[src/rtl/rkit_pkg.sv]
// Shared types and codes for the reference-counted key intern table.
// Used by rkit_ctrl, rkit_dp, refcounted_key_intern_table_top and rkit_checker.
package rkit_pkg;

   localparam int KEY_W     = 64;
   localparam int IDX_OUT_W = 6;
   localparam int CNT_OUT_W = 16;
   localparam int STATUS_W  = 3;
   localparam int CLASS_W   = 2;
   localparam int KIND_W    = 2;

   // request kinds
   localparam logic [KIND_W-1:0] K_ASSIGN = 2'd0;
   localparam logic [KIND_W-1:0] K_FREE   = 2'd1;
   localparam logic [KIND_W-1:0] K_LOOKUP = 2'd2;
   localparam logic [KIND_W-1:0] K_QUERY  = 2'd3;

   // result status codes
   localparam logic [STATUS_W-1:0] ST_OK        = 3'd0;
   localparam logic [STATUS_W-1:0] ST_NOTFOUND  = 3'd1;
   localparam logic [STATUS_W-1:0] ST_OVERFLOW  = 3'd2;
   localparam logic [STATUS_W-1:0] ST_INVALID   = 3'd3;
   localparam logic [STATUS_W-1:0] ST_FREED     = 3'd4;
   localparam logic [STATUS_W-1:0] ST_SATURATED = 3'd5;

   // index / result classes
   localparam logic [CLASS_W-1:0] CL_ORDINARY  = 2'd0;
   localparam logic [CLASS_W-1:0] CL_WILDCARD  = 2'd1;
   localparam logic [CLASS_W-1:0] CL_NOTFOUND  = 2'd2;
   localparam logic [CLASS_W-1:0] CL_LOCALHOST = 2'd3;

   // name classes
   localparam logic [CLASS_W-1:0] NC_WILDCARD  = 2'd1;
   localparam logic [CLASS_W-1:0] NC_LOCALHOST = 2'd2;

   typedef enum logic [4:0] {
      S_IDLE   = 5'b00001,
      S_DECODE = 5'b00010,
      S_SCAN   = 5'b00100,
      S_FINISH = 5'b01000,
      S_RESP   = 5'b10000
   } state_type;

   typedef struct packed {
      logic accept;
      logic decode;
      logic scan;
      logic finish;
      logic emit;
   } cmd_type;

   typedef struct packed {
      logic dec_scan;
      logic dec_finish;
      logic scan_done;
      logic out_free;
   } sts_type;

   typedef struct packed {
      logic [STATUS_W-1:0]  status;
      logic [IDX_OUT_W-1:0] index;
      logic [CLASS_W-1:0]   cls;
      logic [KEY_W-1:0]     key;
      logic [CNT_OUT_W-1:0] count;
   } res_type;

endpackage

[src/rtl/rkit_ctrl.sv]
// Sequencer of the intern table: accept, decode, scan, finish, respond.
// Depends on rkit_pkg for the state, command and status types.
module rkit_ctrl (
   input  logic             clock,
   input  logic             reset,
   input  logic             req_valid,
   output logic             req_ready,
   input  rkit_pkg::sts_type sts,
   output rkit_pkg::cmd_type cmd
);
   import rkit_pkg::*;

   state_type state_ff;
   state_type state_in;

   always_comb begin
      state_in = state_ff;
      cmd      = '0;
      case (state_ff)
         S_IDLE: begin
            cmd.accept = req_valid;
            if (req_valid) state_in = S_DECODE;
         end
         S_DECODE: begin
            cmd.decode = 1'b1;
            if (sts.dec_scan)        state_in = S_SCAN;
            else if (sts.dec_finish) state_in = S_FINISH;
            else                     state_in = S_RESP;
         end
         S_SCAN: begin
            cmd.scan = 1'b1;
            if (sts.scan_done) state_in = S_FINISH;
         end
         S_FINISH: begin
            cmd.finish = 1'b1;
            state_in   = S_RESP;
         end
         S_RESP: begin
            // hold until the output register can take the beat
            cmd.emit = sts.out_free;
            if (sts.out_free) state_in = S_IDLE;
         end
         default: state_in = S_IDLE;
      endcase
   end

   assign req_ready = (state_ff == S_IDLE);

   always_ff @(posedge clock) begin
      if (reset) state_ff <= S_IDLE;
      else       state_ff <= state_in;
   end

endmodule

[config.mk]
export PLATFORM = sky130hd
export DESIGN_NAME = rkit_ctrl
export DESIGN_NICKNAME = d
export VERILOG_FILES = /design/src/rtl/rkit_pkg.sv /design/src/rtl/rkit_ctrl.sv
export SDC_FILE = /design/constraint.sdc
export NUM_CORES = 1
export LEC_CHECK = 0
export ABC_AREA = 1
export ABC_CLOCK_PERIOD_IN_PS = 1500
export BUFFER_PORTS_ARGS = -buffer_cell sky130_fd_sc_hd__buf_2
export CELL_PAD_IN_SITES_DETAIL_PLACEMENT = 0
export CELL_PAD_IN_SITES_GLOBAL_PLACEMENT = 1
export CORE_AREA = 4 4 41 43
export CTS_CLUSTER_DIAMETER = 120
export CTS_CLUSTER_SIZE = 20
export DETAILED_ROUTE_END_ITERATION = 8
export DIE_AREA = 0 0 45 47
export GPL_ROUTABILITY_DRIVEN = 0
export GPL_TIMING_DRIVEN = 1
export HOLD_SLACK_MARGIN = 0.12
export PLACE_DENSITY_LB_ADDON = 0.2
export SYNTH_ARGS = -nofsm -noshare
export SYNTH_HDL_FRONTEND = slang
export SYNTH_SLANG_ARGS = --single-unit
[constraint.sdc]
create_clock -name clock -period 1.5 [get_ports clock]
set_clock_uncertainty 0.2 [all_clocks]
set_input_delay 0.075 -clock clock [delete_from_list [all_inputs] [get_ports clock]]
set_output_delay 0.075 -clock clock [all_outputs]
set_load 0.02 [all_outputs]
==> run_results.csv <==
group,metric,value,unit
routing,vias,367,
cells_and_area,fillers,154,
synth,synth-adder-area-share,0,%
placement,pre_cts_slack,0.237,ns
placement,port-buffer-count,12,
cells_and_area,diodes,0,
timing,drv_slew,0,
timing,holdWs,0.377,ns
setup_path,crit_family,"flip-flops",
timing,maxSlewHeadroom,88.0,%
global_route,grt_pass1_vias,347,
routing,drt_iter0_markers,6,
timing,post-route-period-util,94.1,%
die,io_pins,13,
die,rows,13,
timing,setup_slack,0.0891,ns
die,core,1300,um2
run_status,status,"complete, no violations",
global_route,track_usage,9.31,%
routing,wl_per_cell,8.99,um
pwr,p_per_area,774,nW/um2
routing,route.detailed.drc,0,
cells_and_area,final_cell_mix,"11 x inv_1, 11 x buf_2, 6 x nand2_1, 6 x dlygate4sd3_1",
routing,drt-total-wl,782,um
setup_path,crit_fanout,3,
synth,synth-seq-area-share,29.9,%
setup_path,critPathMaxStageDelay,0.36,ns
synth,synth_xor_area_share,0,%
timing,period_needed,1.41,ns
setup_path,crit_chain,"inv_1 > nor2_2 > nand3_2 > inv_1 > buf_2",
clocking,clkTransAtPathRegs,0.04,ns
synth,synth-compound-area-share,7.09,%
cells_and_area,syn2layout_area_growth,55.2,%
clocking,clk_latency,0.24,ns
die,start_util,25.8,%
cells_and_area,nets,80,
timing,hold_viol,0,
synth,syn-instance-count,50,
synth,synth-seq-cells,5,
hold_path,hold_path.class,"in2reg",
synth,syn_nets,57,
setup_path,worst-endpoint-arrival,1.14,ns
clocking,clock_sinks,5,
timing,rsz0062_at_grt,"no",
cells_and_area,top_register,"state_ff",
routing,drt_first_pass_iters,4,
global_route,grt_overflow,0,
setup_path,path_buf_inv,3,
routing,drtAntennaViolNets,0,
synth,avgSynthCellArea,6.71,um2
timing,fmax,709,MHz
pwr,p_leak,0.289,nW
setup_path,end_kind,"output pin",
setup_path,worstSetupPathType,"reg2out",
timing,setup_viol,0,
flow_run,drv_cap,0,
clocking,htree_levels,1,
die,die_w,45,um
global_route,grt_max_degree,6,
synth,yosysUniqueCellTypes,16,
cells_and_area,largest_reg_flops,5,
setup_path,worst_setup_path_start_kind,"register",
cells_and_area,largestRegisters,"state_ff (5)",
routing,via_per_inst,4.22,
global_route,grt_pass1_wl,1.32,mm
pwr,ir_drop,381,uV
timing,setup_tns,0,ns
timing,worst_slew_pin_slew,0.180,ns
synth,syn_area,335,um2
placement,dpl.hpwl,647,um
clocking,numCtsBuffers,3,
clocking,cts_tree,"done",
synth,synth.area.mux_share,0,%
die,die-area,2120,um2
clocking,cts_max_path_buffers,2,
die,die_y,47,um
setup_path,cp_common_cell,"inv_1",
setup_path,critPathSlowestCell,"dfxtp_1",
setup_path,critPathRequiredTime,1.22,ns
cells_and_area,layout-drive-gt1-share,44.4,%
synth,yosysWarnings,0,
clocking,root_buffer,"clkbuf_4",
synth,synth_top_family_by_area,"simple AND/OR/NAND/NOR gates",
global_route,antenna_found_initial,0,
synth,synth-simple-area-share,46.3,%
## where the power goes
| group | internal [W] | leakage [nW] | switching, W | total [W] |
|---|---|---|---|---|
| Clock | 0.000101 | 0.0150 | 0.0000563 | 0.000157 |
| Sequential | 0.000141 | 0.0408 | 0.00000823 | 0.000149 |
| Combinational | 0.0000428 | 0.234 | 0.0000540 | 0.0000967 |
| Total | 0.000285 | 0.289 | 0.000118 | 0.000403 |
## worst register-to-register path: stages, from the launching register on
cell and delay [ns]:
dfxtp_1 0.36, inv_1 0.08, nor2_2 0.12, nand4_1 0.13, nand2_1 0.11, inv_1 0.05, nand3_2 0.07, nor2_2 0.03
## cell usage after synthesis (all sizes together)
| master | instances | area, um2 |
|---|---|---|
| inv | 15 | 56.3 |
| nor2 | 9 | 46.3 |
| nand2 | 6 | 22.5 |
| dfxtp | 5 | 100 |
| nand3 | 5 | 35.0 |
| nand4 | 4 | 40.0 |
| o21ai | 3 | 18.8 |
| a21oi | 1 | 5.00 |
| nor3 | 1 | 5.00 |
| or2 | 1 | 6.26 |
## stage by stage
stage,power [W],instance area (um2),utilization (%),instances
after global routing,0.000439,520,40.0,87
after detailed placement,0.000228,414,31.8,77
final,0.000403,520,40.0,87
after floorplan,0.000203,335,-,50
after CTS,0.000400,500,38.5,87
after global placement,0.000229,414,31.8,77
## area by class of cell
type                    instances  area (um2)  area share [%]
clock buffers                   4        26.3            5.05
inverters                      15        56.3            10.8
multi-input cells              30         194            37.3
flip-flops and latches          5         103            19.7
well taps                      15        18.8            3.61
repair buffers                 18         123            23.6
## worst paths after layout
path                             startpoint           to  slack, ns  depth (start not counted)
worst min register to register  state_ff[1]  state_ff[1]       0.41                          3
worst max-delay path            state_ff[2]       cmd[2]       0.09                          5
worst min-delay path                  reset  state_ff[3]       0.38                          3
worst max register to register  state_ff[2]  state_ff[3]       0.24                          7
## layer usage
metal / global-route usage, % / share of wire [%]
met1: 10.2 / 46
met2: 13.8 / 47
met3: 2.30 / 3.7
met4: 10.5 / 2.8
met5: 0 / 0
## timing repair
item,in CTS,in global routing
endpoints found under the setup margin,0,3
gates resized for setup,0,7
hold endpoints to repair,5,0
hold buffers,6,0
buffers inserted,0,0
## cell families after synthesis
| kind of cell | after synthesis |
|---|---|
| flops | 5 |
| buf+inv | 15 |
| compound gates | 4 |
| simple gates | 26 |
Note: power is estimated with default switching activity, not from simulation.
